**config.mk**
```make
export PLATFORM = sky130hd
export DESIGN_NAME = overstrike_line_renderer
export DESIGN_NICKNAME = d
export VERILOG_FILES = /design/src/rtl/olr_pkg.sv /design/src/rtl/overstrike_line_renderer.sv /design/src/rtl/olr_front.sv /design/src/rtl/olr_back.sv
export SDC_FILE = /design/constraint.sdc
export NUM_CORES = 1
export LEC_CHECK = 0
export ABC_AREA = 0
export BUFFER_PORTS_ARGS = -buffer_cell sky130_fd_sc_hd__buf_2
export CAP_MARGIN = 30
export CORE_MARGIN = 8
export CORE_UTILIZATION = 50
export DETAILED_ROUTE_END_ITERATION = 8
export PLACE_DENSITY = 0.64
export SKIP_CTS_REPAIR_TIMING = 1
export SYNTH_ARGS = -nofsm -noshare
export SYNTH_HDL_FRONTEND = slang
export SYNTH_SLANG_ARGS = --single-unit
```
**constraint.sdc**
```tcl
create_clock -name clk -period 4.6 [get_ports clk]
set_clock_uncertainty 0.15 [all_clocks]
set_input_delay 0.92 -clock clk [delete_from_list [all_inputs] [get_ports clk]]
set_output_delay 0.92 -clock clk [all_outputs]
set_load 0.1 [all_outputs]
```
**src/rtl/olr_pkg.sv**
```systemverilog
// Package for the overstrike line renderer.
// Item kinds, queue entry, line-store cell and back-end state types.
// No dependencies.
package olr_pkg;

  localparam logic [7:0] CH_BS = 8'h08;
  localparam logic [7:0] CH_NL = 8'h0A;
  localparam logic [7:0] CH_US = 8'h5F;

  localparam int ATTR_BOLD_BIT  = 0;
  localparam int ATTR_UNDER_BIT = 1;

  localparam int QUEUE_DEPTH = 4;
  localparam int QPTR_W      = 2;

  typedef enum logic [1:0] {
    KIND_BYTE,
    KIND_BACKSPACE,
    KIND_NEWLINE,
    KIND_END
  } kind_t;

  typedef struct packed {
    kind_t      kind;
    logic [7:0] ch;
    logic       newline_after;
  } item_t;

  typedef struct packed {
    logic [1:0] attr;
    logic [7:0] ch;
  } cell_t;

  typedef enum logic [1:0] {
    BK_IDLE,
    BK_UPDATE,
    BK_DRAIN,
    BK_CLOSE
  } back_state_t;

endpackage

```
**src/rtl/overstrike_line_renderer.sv**
```systemverilog
// Top level of the overstrike line renderer.
// Instantiates olr_front and olr_back; uses olr_pkg.
//
// Takes the bytes of a text line followed by an end item and renders
// backspace overstrikes: a repeated byte marks a cell bold, an underscore
// under or over a character marks it underlined, a different byte
// overwrites. An item transfers on a rising edge with start high and busy
// low; busy rises only when the four-entry input queue is full. Byte items
// are resolved by the back end with a read of the line-store cell, then a
// write of the merged cell; backspace and newline bytes need no store
// access, and NUL bytes never leave the front end. An end item drains the
// line at one result per cycle and closes with one result carrying the
// trailing attribute reset and the newline request; the line store, cursor
// and stop flag are then clear for the next line. Results appear for one
// cycle with strobe high and cannot be held off by the receiver, so it must
// take every strobed transfer.
module overstrike_line_renderer #(
  parameter int LINE_WIDTH = 63
) (
  input  logic       clk,
  input  logic       rst,
  input  logic       start,
  output logic       busy,
  input  logic [7:0] ch,
  input  logic       end_of_line,
  input  logic       newline_after,
  output logic       strobe,
  output logic [7:0] out_char,
  output logic       attr_reset,
  output logic       bold_on,
  output logic       underline_on,
  output logic       closing,
  output logic       newline_out,
  output logic       last
);
  import olr_pkg::*;

  // queue head between front and back
  logic  q_valid;
  logic  q_pop;
  item_t q_item;

  olr_front u_front (
    .clk           (clk),
    .rst           (rst),
    .start         (start),
    .ch            (ch),
    .end_of_line   (end_of_line),
    .newline_after (newline_after),
    .busy          (busy),
    .q_valid       (q_valid),
    .q_item        (q_item),
    .q_pop         (q_pop)
  );

  // back end owns the line store and the drain sequencing
  olr_back #(
    .LINE_WIDTH (LINE_WIDTH)
  ) u_back (
    .clk          (clk),
    .rst          (rst),
    .q_valid      (q_valid),
    .q_item       (q_item),
    .q_pop        (q_pop),
    .strobe       (strobe),
    .out_char     (out_char),
    .attr_reset   (attr_reset),
    .bold_on      (bold_on),
    .underline_on (underline_on),
    .closing      (closing),
    .newline_out  (newline_out),
    .last         (last)
  );

endmodule

```
**src/rtl/olr_front.sv**
```systemverilog
// Front end: accepts items, sorts them by kind, drops NUL bytes,
// and queues them for the back end. Depends on olr_pkg.
module olr_front (
  input  logic           clk,
  input  logic           rst,
  input  logic           start,
  input  logic [7:0]     ch,
  input  logic           end_of_line,
  input  logic           newline_after,
  output logic           busy,
  output logic           q_valid,
  output olr_pkg::item_t q_item,
  input  logic           q_pop
);
  import olr_pkg::*;

  item_t              queue [QUEUE_DEPTH];
  logic [QPTR_W-1:0]  wr_ptr;
  logic [QPTR_W-1:0]  rd_ptr;
  logic [QPTR_W:0]    count;
  logic               accept;
  logic               push;
  logic               pop;
  item_t              item_in;

  always_comb begin
    item_in.ch            = ch;
    item_in.newline_after = newline_after;
    if (end_of_line) begin
      item_in.kind = KIND_END;
    end else if (ch == CH_BS) begin
      item_in.kind = KIND_BACKSPACE;
    end else if (ch == CH_NL) begin
      item_in.kind = KIND_NEWLINE;
    end else begin
      item_in.kind = KIND_BYTE;
    end
  end

  assign busy    = (count == (QPTR_W+1)'(QUEUE_DEPTH));
  assign accept  = start && !busy;
  // NUL bytes have no effect at all, so they never enter the queue
  assign push    = accept && (end_of_line || (ch != 8'h00));
  assign q_valid = (count != '0);
  assign pop     = q_pop && q_valid;
  assign q_item  = queue[rd_ptr];

  always_ff @(posedge clk) begin
    if (push) begin
      queue[wr_ptr] <= item_in;
    end
  end

  always_ff @(posedge clk) begin
    if (rst) begin
      wr_ptr <= '0;
      rd_ptr <= '0;
      count  <= '0;
    end else begin
      if (push) begin
        wr_ptr <= wr_ptr + 1'b1;
      end
      if (pop) begin
        rd_ptr <= rd_ptr + 1'b1;
      end
      case ({push, pop})
        2'b10:   count <= count + 1'b1;
        2'b01:   count <= count - 1'b1;
        default: count <= count;
      endcase
    end
  end

endmodule

```
**src/rtl/olr_back.sv**
```systemverilog
// Back end: line store with per-cell valid bits, cursor, overstrike
// update and line drain. Depends on olr_pkg.
module olr_back #(
  parameter int LINE_WIDTH = 63
) (
  input  logic           clk,
  input  logic           rst,
  input  logic           q_valid,
  input  olr_pkg::item_t q_item,
  output logic           q_pop,
  output logic           strobe,
  output logic [7:0]     out_char,
  output logic           attr_reset,
  output logic           bold_on,
  output logic           underline_on,
  output logic           closing,
  output logic           newline_out,
  output logic           last
);
  import olr_pkg::*;

  localparam int CW = $clog2(LINE_WIDTH + 1);
  localparam int IW = (LINE_WIDTH > 1) ? $clog2(LINE_WIDTH) : 1;
  localparam logic [CW-1:0] LW = CW'(LINE_WIDTH);

  cell_t             mem [LINE_WIDTH];
  cell_t             rd_data;
  logic [IW-1:0]     rd_addr;
  logic              rd_en;
  logic              wr_en;
  cell_t             wr_data;

  back_state_t       state;
  back_state_t       state_next;
  logic [LINE_WIDTH-1:0] valid;
  logic [CW-1:0]     cursor;
  logic              stopped;
  logic [CW-1:0]     idx;
  logic [1:0]        lastattr;
  logic              nl_pend;
  logic              rd_pend;
  logic [7:0]        byte_hold;

  logic              take;
  logic              cur_full;
  logic              issue;
  logic              close_now;
  logic              old_valid;
  cell_t             new_cell;
  logic [1:0]        cur_attr;
  logic              change;

  assign cur_full  = (cursor >= LW);
  assign old_valid = valid[cursor[IW-1:0]];
  assign issue     = (state == BK_DRAIN) && (idx < LW) && valid[idx[IW-1:0]];
  assign close_now = (state == BK_CLOSE) && !rd_pend;
  assign cur_attr  = rd_data.attr;
  assign change    = (cur_attr != lastattr);

  // overstrike merge of the held byte into the cell just read
  always_comb begin
    new_cell = rd_data;
    if (!old_valid) begin
      new_cell.ch   = byte_hold;
      new_cell.attr = '0;
    end else if (rd_data.ch == byte_hold) begin
      new_cell.attr[ATTR_BOLD_BIT] = 1'b1;
    end else if (rd_data.ch == CH_US) begin
      new_cell.ch                   = byte_hold;
      new_cell.attr[ATTR_UNDER_BIT] = 1'b1;
    end else if (byte_hold == CH_US) begin
      new_cell.attr[ATTR_UNDER_BIT] = 1'b1;
    end else begin
      new_cell.ch = byte_hold;
    end
  end

  always_comb begin
    state_next = state;
    q_pop      = 1'b0;
    take       = 1'b0;
    rd_en      = 1'b0;
    rd_addr    = cursor[IW-1:0];
    wr_en      = 1'b0;
    wr_data    = new_cell;
    case (state)
      BK_IDLE: begin
        if (q_valid) begin
          q_pop = 1'b1;
          if (q_item.kind == KIND_END) begin
            state_next = BK_DRAIN;
          end else if (q_item.kind == KIND_BYTE && !stopped && !cur_full) begin
            take       = 1'b1;
            rd_en      = 1'b1;
            state_next = BK_UPDATE;
          end
        end
      end
      BK_UPDATE: begin
        wr_en      = 1'b1;
        state_next = BK_IDLE;
      end
      BK_DRAIN: begin
        rd_addr = idx[IW-1:0];
        rd_en   = issue;
        if (!issue) begin
          state_next = BK_CLOSE;
        end
      end
      BK_CLOSE: begin
        if (!rd_pend) begin
          state_next = BK_IDLE;
        end
      end
      default: state_next = BK_IDLE;
    endcase
  end

  always_ff @(posedge clk) begin
    if (rst) begin
      state <= BK_IDLE;
    end else begin
      state <= state_next;
    end
  end

  always_ff @(posedge clk) begin
    if (wr_en) begin
      mem[cursor[IW-1:0]] <= wr_data;
    end
    if (rd_en) begin
      rd_data <= mem[rd_addr];
    end
  end

  always_ff @(posedge clk) begin
    if (take) begin
      byte_hold <= q_item.ch;
    end
    if (q_pop && q_item.kind == KIND_END) begin
      nl_pend <= q_item.newline_after;
    end
  end

  always_ff @(posedge clk) begin
    if (rst) begin
      valid    <= '0;
      cursor   <= '0;
      stopped  <= 1'b0;
      idx      <= '0;
      lastattr <= '0;
      rd_pend  <= 1'b0;
    end else begin
      rd_pend <= issue;
      if (issue) begin
        idx <= idx + 1'b1;
      end
      if (rd_pend) begin
        lastattr <= cur_attr;
      end
      if (q_pop && state == BK_IDLE) begin
        case (q_item.kind)
          KIND_END: begin
            idx      <= '0;
            lastattr <= '0;
          end
          KIND_BACKSPACE: begin
            if (!stopped && cursor != '0) begin
              cursor <= cursor - 1'b1;
            end
          end
          KIND_NEWLINE: begin
            stopped <= 1'b1;
          end
          KIND_BYTE: begin
            if (!stopped && cur_full) begin
              stopped <= 1'b1;
            end
          end
          default: ;
        endcase
      end
      if (wr_en) begin
        valid[cursor[IW-1:0]] <= 1'b1;
        cursor <= cursor + 1'b1;
        if ((cursor + 1'b1) >= LW) begin
          stopped <= 1'b1;
        end
      end
      if (close_now) begin
        valid   <= '0;
        cursor  <= '0;
        stopped <= 1'b0;
      end
    end
  end

  // result register: one character per read, then the closing result
  always_ff @(posedge clk) begin
    if (rst) begin
      strobe <= 1'b0;
    end else begin
      strobe <= rd_pend || close_now;
    end
  end

  always_ff @(posedge clk) begin
    if (rd_pend) begin
      out_char     <= rd_data.ch;
      attr_reset   <= change;
      bold_on      <= change && cur_attr[ATTR_BOLD_BIT];
      underline_on <= change && cur_attr[ATTR_UNDER_BIT];
      closing      <= 1'b0;
      newline_out  <= 1'b0;
      last         <= 1'b0;
    end else if (close_now) begin
      out_char     <= 8'h00;
      attr_reset   <= (lastattr != 2'b00);
      bold_on      <= 1'b0;
      underline_on <= 1'b0;
      closing      <= 1'b1;
      newline_out  <= nl_pend;
      last         <= 1'b1;
    end
  end

endmodule

```
# ---- After elaboration in Yosys (flattened, before gate mapping)
# Memory sizes are Yosys's and may differ from the RTL's. A register that Yosys moved wholly into a read port is not among the register bits.
# Cells that the tools add are included.
dict set report word_totals {
  latchBits 0
  elab_cells 150
  mem_bits_ro 0
  input_bits 13
  output_inout_bits 16
  ramBits 674
  n_memories 2
  regBits 111
}
dict set report classes {
  n_mul 0
  eq_ne 19
  div_mod_pow 0
  order_cmp 6
  muxes 61
  shifts 0
  add_sub_neg 7
  bitwise 1
  reduce_logical 35
}
# memory depth width read_ports rd_ports_with_merged_regs write_ports line
set memory_table {}
lappend memory_table {u_back.mem 63 10 1 1 1 olr_back.sv:26} ;# cell_t mem [LINE_WIDTH];
lappend memory_table {u_front.queue 4 11 1 1 1 olr_front.sv:17} ;# item_t queue [QUEUE_DEPTH];
# op count
set ops {}
lappend ops {{63-bit OR} 1}
lappend ops {{6-bit 2-to-1 mux} 8}
lappend ops {{8-bit 2-to-1 mux} 5}
lappend ops {{1-bit 2-to-1 mux} 27}
lappend ops {{2-bit 2-to-1 mux} 13}
lappend ops {{8-bit by 4-bit equality test with 1-bit output, second input constant} 2}
lappend ops {{8-bit by 7-bit equality test with 1-bit output, second input constant} 2}
lappend ops {{1-bit logical AND} 15}
lappend ops {{6-bit by 7-bit < comparator with 1-bit output, second input constant} 2}
lappend ops {{6-bit by 1-bit adder with 6-bit output, second input constant} 2}
lappend ops {{1-bit binary-select mux with 6-bit select} 2}
lappend ops {{6-bit >= comparator, second input constant} 2}
lappend ops {{2-bit nonzero test} 6}
lappend ops {{2-bit equality test, second input constant} 5}
lappend ops {{10-bit 2-to-1 mux} 1}
lappend ops {{8-bit equality test} 1}
lappend ops {{2-bit case mux with 4 select lines} 1}
lappend ops {{8-bit nonzero test} 1}
lappend ops {{1-bit demux with 6-bit select} 1}
lappend ops {{2-bit by 1-bit equality test with 1-bit output, second input constant} 3}
lappend ops {{6-bit by 1-bit >= comparator with 1-bit output, second input constant} 1}
lappend ops {{6-bit < comparator, second input constant} 1}
lappend ops {{2-bit inequality test, second input constant} 3}
lappend ops {{3-bit case mux with 2 select lines} 1}
lappend ops {{16 further kinds} 23}

# ---- Depth between registers and ports, before layout
# Gate-level depths: netlist (run 1).
dict set report logic_depth {
  ltp_word 7
  depth_mapped 12
  mapped_depth_nobuf 10
}

# ---- Hierarchy
# From an unflattened synthesis (run 1), not the netlist that was laid out.
dict set report hier_totals {
  hier_cells 2206
  hier_area_um2 32114.6
}
# mod area_each_um2 cells_each seq_area_each_um2 n_inst
set modules_own_cells {}
lappend modules_own_cells {olr_back 30000.0 2091 21500.6 1}
lappend modules_own_cells {olr_front 2114.5 115 1501.4 1}

# ---- Worst setup path before layout (run 1)
# Ideal clock, no wire load.
dict set report synth_path {
  kind {reg-to-reg}
  startpoint {register u_back.cursor[1]}
  endpoint {memory u_back.mem[0][5] (netlist name), data pin}
  arrival_time_ns 3.281
  slack_ns 0.635
  required_time_ns 3.916
  path_buffers 3
  path_stages_with_launch 11
  setup_time_ns 0.534
  period_less_slack_ns 3.965
  path_cell_list {dfxtp_1 buf_6 buf_6 buf_4 nand3b_1 o211ai_1 o21ai_0 o211ai_2 or4_4 o21ai_4 o2bb2ai_1}
}
# item line
set synth_lines {}
lappend synth_lines {{start, declared} olr_back.sv:36} ;# logic [CW-1:0] cursor;
lappend synth_lines {{start signal, assigned} olr_back.sv:169} ;# cursor <= cursor - 1'b1;
lappend synth_lines {{start signal, assigned} olr_back.sv:185} ;# cursor <= cursor + 1'b1;
lappend synth_lines {{end, declared} olr_back.sv:26}

# ---- Final worst setup path (run 1)
dict set report layout_path {
  startpoint {register u_back.cursor[1]}
  endpoint {register u_back.rd_data[1] (netlist name)}
}
dict set report layout_via {
  elab_chain_cells 7
  word_cells_on_any_way 8
  classes_between {order compare: 1; mux: 5; reduce/logical: 2}
}
# item line
set layout_lines {}
lappend layout_lines {{6-bit >= comparator} olr_back.sv:53} ;# assign cur_full = (cursor >= LW);
lappend layout_lines {{1-bit zero test} olr_back.sv:92} ;# end else if (q_item.kind == KIND_BYTE && !stopped && !cur_full) begin
lappend layout_lines {{1-bit logical AND} olr_back.sv:92}
lappend layout_lines {{1-bit 2-to-1 mux} olr_back.sv:92}
lappend layout_lines {{1-bit 2-to-1 mux} olr_back.sv:90} ;# if (q_item.kind == KIND_END) begin
lappend layout_lines {{1-bit 2-to-1 mux} olr_back.sv:88} ;# if (q_valid) begin
lappend layout_lines {{1-bit case mux with 2 select lines} olr_back.sv:86} ;# case (state)
# Several ways; a longest one is shown, not always the timed one.
# A chain may end at the register's enable or synchronous reset.

==> flow_summary.ini, run 1 <==
[final_layout]
stdcell_area_mm2 = 0.0364
diodes = 0
area.growth.synth_to_final_pct = 12.9
drive_gt1_share_pct = 14.5
final_nets = 2376

[logic_synthesis]
ys.flop_type = edfxtp_1
ys_types = 72
synth_simple_gate_area_share_pct = 11.1
synthArstFlopShare_pct = 0
yosys_register_bits = 797
syn_inst = 2258
synth_nets = 2283
avgSynthCellArea_um2 = 14.3
synth_compound_area_share_pct = 5.57
synth_area_mm2 = 0.0323
synthMuxAreaShare_pct = 8.70
synth_top_family_by_area = simple AND/OR/NAND/NOR gates
synth_edf_count = 704
yosys_warnings = 0
synthAdderAreaFrac_pct = 0.489
ys_seq_area_share_pct = 71.3
synthXorXnorAreaFrac_pct = 0.570

[route]
remaining_drc_errors = 0
ant_nets = 0
dr_total_vias = 19800
via_per_inst = 6.06
first_pass_iters = 7
wirelength_mm = 85.8
drtIter0Drc = 2409
wl_per_cell_um = 26.3

[worst_setup_path]
worst_setup_path_start_kind = flip-flop
crit_start = u_back.cursor[1]
worstReg2RegStart = u_back.cursor[1]
crit_family = buffers and inverters
critical_path_peak_fanout = 40
cp-end-kind = flip-flop
critical_path_buf_inv_count = 4
critical_path.cell_chain = buf_4 > buf_4 > mux2_8 > buf_12 > buf_4 > mux2i_1 > o22ai_1 > o21ai_0 > nand3_1 > or3_1
max_stage_delay_ns = 0.67
arrival_ns = 4.44
slowest_stage = dfxtp_1
crit_required_ns = 4.83
path_class = flip-flop to flip-flop
cpMostUsedCell = buf_4

[die]
die_height_um = 270
die_x_um = 270
rows = 93
core_area_mm2 = 0.0641
io_pins = 29
die_area_mm2 = 0.0729
start_util_pct = 50.3

[clocking]
cts-root-buf = clkbuf_16
cts_tree = done
htreeDepth = 3
numCtsBuffers = 80
cts.sinks = 797
cts_buffer_depth = 3
path_clk_slew_ns = 0.06
insertion_delay_ns = 0.63

[pwr]
peakVddDrop_v = 0.000614
leakagePower_nw = 11.9
powerDensity_mw_per_mm2 = 519

[global_route]
antenna_found_initial = 3
grtUsageTotal_pct = 23.1
grt_pass1_wl_mm = 127
grt.overflow.total = 0
grt_max_degree = 109
grt_pass1_vias = 19200

[hold_path]
min_path_type = flip-flop to flip-flop
min_from = u_back.newline_out

[place]
place_area_mm2 = 0.0339
gp_congestion = 0.893
dp_hpwl_mm = 53.7
io_buffers = 28

[timing]
min_period_ns = 4.21
fin_tns_setup_ns = 0
setup_violations = 0
rsz0062_at_grt = false
final_hold_viol_count = 0
tightest_slew_ns = 1.03
period_share_pct = 91.6
fmax_mhz = 237
finalMaxSlewViolations = 0
slew_headroom_pct = 30.0

[run_status]
outcome = complete, no violations

[run]
maxCapViolations = 0
[power by group]
group	total, mW	switching [mW]	leakage, nW	internal (mW)
sequential	8.74	0.281	7.14	8.46
clock	6.24	2.69	1.21	3.55
combinational	3.94	2.67	3.57	1.27
[per-stage QoR]
| step | total power, mW | setup WS (ns) | util, % | cells | hold slack, ns |
|---|---|---|---|---|---|
| finish | 18.9 | 0.387 | 56.8 | 3268 | 0.313 |
| global route | 19.6 | 0.295 | 56.8 | 3268 | 0.337 |
| CTS | 19.0 | 0.439 | 56.8 | 3268 | 0.310 |
| detailed placement | 12.8 | 0.433 | 52.9 | 3124 | 0.298 |
| global placement | 12.7 | 0.495 | 52.7 | 3118 | 0.304 |
| floorplan | 11.4 | 0.635 | - | 2258 | 0.299 |
[placed cells by master, fill, tap and decap left out, types with 39 or more instances in the layout]
cell       netlist  routed
edfxtp_1       704     704
clkbuf_16        0      81
nand2_1        351     351
a31oi_1         44      44
nor2_1         183     173
nand4_1         46      46
dfxtp_1         93      93
o21a_1          41      39
mux2i_1        137     135
mux4_2          47      47
nand3_1        125     125
o22ai_1         51      51
buf_4            8     102
[state kept, by name (all words and copies together), names as in the netlist, 2 cells and up, named ones only]
register	cells
u_back.out_char	8
u_front.rd_ptr	2
u_back.mem	630
u_back.valid	63
u_front.count	3
u_back.lastattr	2
u_back.cursor	6
u_back.byte_hold	8
u_back.cur_attr	2
u_front.queue	44
u_back.idx	6
u_back.state	2
u_back.rd_data	8
u_front.wr_ptr	2
[layer usage]
| layer | GRT usage (%) | part of all wire (%) |
|---|---|---|
| met2 | 36.0 | 46 |
| met5 | 0 | 0.015 |
| met4 | 8.33 | 3.2 |
| met3 | 4.33 | 9.1 |
| met1 | 32.4 | 41 |
[synth_stat cells, drive strengths merged, types with 4 or more instances]
| cell type | instances | area [um2] |
|---|---|---|
| a21oi | 18 | 93.8 |
| nand2 | 354 | 1340 |
| buf | 64 | 358 |
| mux2i | 138 | 1390 |
| nand3 | 126 | 636 |
| xor2 | 6 | 52.6 |
| a31oi | 45 | 288 |
| inv | 17 | 63.8 |
| or3 | 16 | 100 |
| o22ai | 51 | 319 |
| nand4 | 46 | 288 |
| nor3 | 11 | 55.1 |
| o211ai | 16 | 125 |
| nor2b | 9 | 56.3 |
| o21a | 41 | 308 |
| and3 | 5 | 31.3 |
| clkbuf | 67 | 312 |
| a311oi | 10 | 87.6 |
| a22oi | 4 | 30.0 |
| nor2 | 184 | 698 |
| o21ai | 53 | 277 |
| xnor2 | 15 | 131 |
| nand2b | 13 | 81.3 |
| or4 | 5 | 41.3 |
| edfxtp | 704 | 21100 |
| dfxtp | 93 | 1860 |
| and2 | 25 | 156 |
| ha | 11 | 138 |
| o2bb2ai | 5 | 43.8 |
| mux4 | 54 | 1240 |
| mux2 | 13 | 173 |
| a32oi | 9 | 78.8 |
| nand3b | 5 | 37.5 |
[cells by family (layout without fill, tap and decap cells)]
group | Yosys count | after routing
xor+xnor | 21 | 21
fa+ha+maj | 12 | 12
flops | 797 | 797
mux | 205 | 205
simple gates | 807 | 807
buf+inv | 148 | 303
compound gates | 268 | 268
[worst paths after layout]
| kind | end | slack [ns] | cells past startpoint |
|---|---|---|---|
| worst min-delay path | u_back.newline_out | 0.31 | 2 |
| worst max-delay path | u_back.rd_data[1] | 0.39 | 10 |
| worst max register to register | u_back.rd_data[1] | 0.39 | 10 |
| worst min register to register | u_back.newline_out | 0.31 | 2 |
[layout make-up]
cell class	count	area (um2)
inverters	17	63.8
well taps	855	1070
clock buffers	100	2110
repair buffers	142	1140
clock inverters	44	388
fillers	5009	27700
multi-input cells	1313	8660
flip-flops and latches	797	23000
[worst reg2reg max path, stage by stage, from the launching register on]
cell and delay (ns):
dfxtp_1 0.67, buf_4 0.29, buf_4 0.19, mux2_8 0.42, buf_12 0.38, buf_4 0.29, mux2i_1 0.21, o22ai_1 0.16
o21ai_0 0.54, nand3_1 0.30, or3_1 0.37
No activity file was read; power rests on OpenSTA's default activity.
==> run 2: changes to the inputs <==
==> constraint.sdc (replaced) <==
create_clock -name clk -period 4.6 [get_ports clk]
set_clock_uncertainty 0.15 [all_clocks]
set_input_delay 0.69 -clock clk [delete_from_list [all_inputs] [get_ports clk]]
set_output_delay 0.69 -clock clk [all_outputs]
set_load 0.1 [all_outputs]
==> run 2 against run 1 <==
  * Fmax grew 0.31%
  * Setup slack gained 0.013 ns
  * Critical endpoint unchanged
  * Largest power group unchanged
  * Cell area up 0.47%
==> flow_summary.ini, run 2 (same netlist as run 1, synthesis figures left out) <==
[run_status]
outcome = complete, no violations

[final_layout]
fillers = 4931
multi_input_area_mm2 = 0.00866
diodes = 0
layout_common_cells = edfxtp_1, nand2_1, nor2_1
drive_gt1_share_pct = 14.8
layout_commonest_cell = edfxtp_1
area.growth.synth_to_final_pct = 13.4
final_core_util_pct = 57.1
instances_no_fill = 3273
stdcell_area_mm2 = 0.0366
largest_reg_flops = 630
final-seq-area_mm2 = 0.0230
final_nets = 2378

[place]
place_inst = 3124
dp_hpwl_mm = 53.2
gp_congestion = 0.895
place_ws_ns = 0.439
place_area_mm2 = 0.0339
io_buffers = 28

[run]
maxCapViolations = 0

[timing]
setup_violations = 0
final_hold_viol_count = 0
fin_tns_setup_ns = 0
period_share_pct = 91.3
min_period_ns = 4.20
worst_slack_ns = 0.400
finalMaxSlewViolations = 0
tightest_slew_ns = 1.03
slew_headroom_pct = 29.9
fmax_mhz = 238
worst_hold_slack_ns = 0.125
rsz0062_at_grt = false

[global_route]
grt_pass1_wl_mm = 126
grt_pass1_vias = 19100
grtUsageTotal_pct = 23.0
antenna_found_initial = 2
grt.overflow.total = 0
grt_max_degree = 109

[pwr]
leakagePower_nw = 12.0
total_power_mw = 19.2
peakVddDrop_v = 0.000491
powerDensity_mw_per_mm2 = 526

[route]
drtIter0Drc = 2302
wirelength_mm = 85.8
via_per_inst = 6.01
wl_per_cell_um = 26.2
ant_nets = 0
remaining_drc_errors = 0
dr_total_vias = 19700
first_pass_iters = 6

[worst_setup_path]
cp-end-kind = flip-flop
crit_required_ns = 4.83
worst_setup_path_start_kind = flip-flop
arrival_ns = 4.43
path_class = flip-flop to flip-flop
critical_path_peak_fanout = 40

[clocking]
htreeDepth = 3
cts.sinks = 797
path_clk_slew_ns = 0.06
insertion_delay_ns = 0.64
cts-root-buf = clkbuf_16
cts_tree = done
numCtsBuffers = 81
cts_buffer_depth = 3

[die]
start_util_pct = 50.3
rows = 93
die_x_um = 270
io_pins = 29
die_area_mm2 = 0.0729
die_height_um = 270
core_area_mm2 = 0.0641

[hold_path]
min_path_type = input port to flip-flop
==> run 2: area by class of cell <==
type                            instances  share of cell area (%)
Tap cell                              855                    2.92
Clock inverter                         45                    1.23
Timing Repair Buffer                  143                    3.15
Inverter                               17                   0.174
Clock buffer                          103                    6.02
Sequential cell                       797                    62.8
Multi-Input combinational cell       1313                    23.7
==> run 2: routing by layer <==
layer	share of wire [%]	track usage, %	vias to the layer above
li1	-	-	8690
met1	41	31.8	9862
met2	47	36.5	977
met3	9.5	4.40	156
met4	2.9	7.69	2
met5	0.015	0	-
==> run 2: where the power goes <==
part	leakage [nW]	internal, mW	switching, mW
clock network	1.29	3.80	2.76
registers	7.14	8.46	0.280
logic	3.58	1.27	2.67
==> run 2: final timing paths <==
kind / startpoint / end / slack, ns / cells past startpoint
max: u_back.cursor[1] / u_back.rd_data[1] / 0.40 / 10
min: newline_after / u_front.queue[0][0] / 0.13 / 1
max reg2reg: u_back.cursor[1] / u_back.rd_data[1] / 0.40 / 10
min reg2reg: u_back.newline_out / u_back.newline_out / 0.32 / 2
==> run 2: worst max-delay path, cell delays in order (launching register included) <==
cell,delay [ns]
dfxtp_1,0.69
buf_4,0.29
buf_4,0.19
mux2_8,0.40
buf_12,0.34
buf_4,0.28
mux2i_1,0.21
o22ai_1,0.16
o21ai_0,0.54
nand3_1,0.27
or3_1,0.36
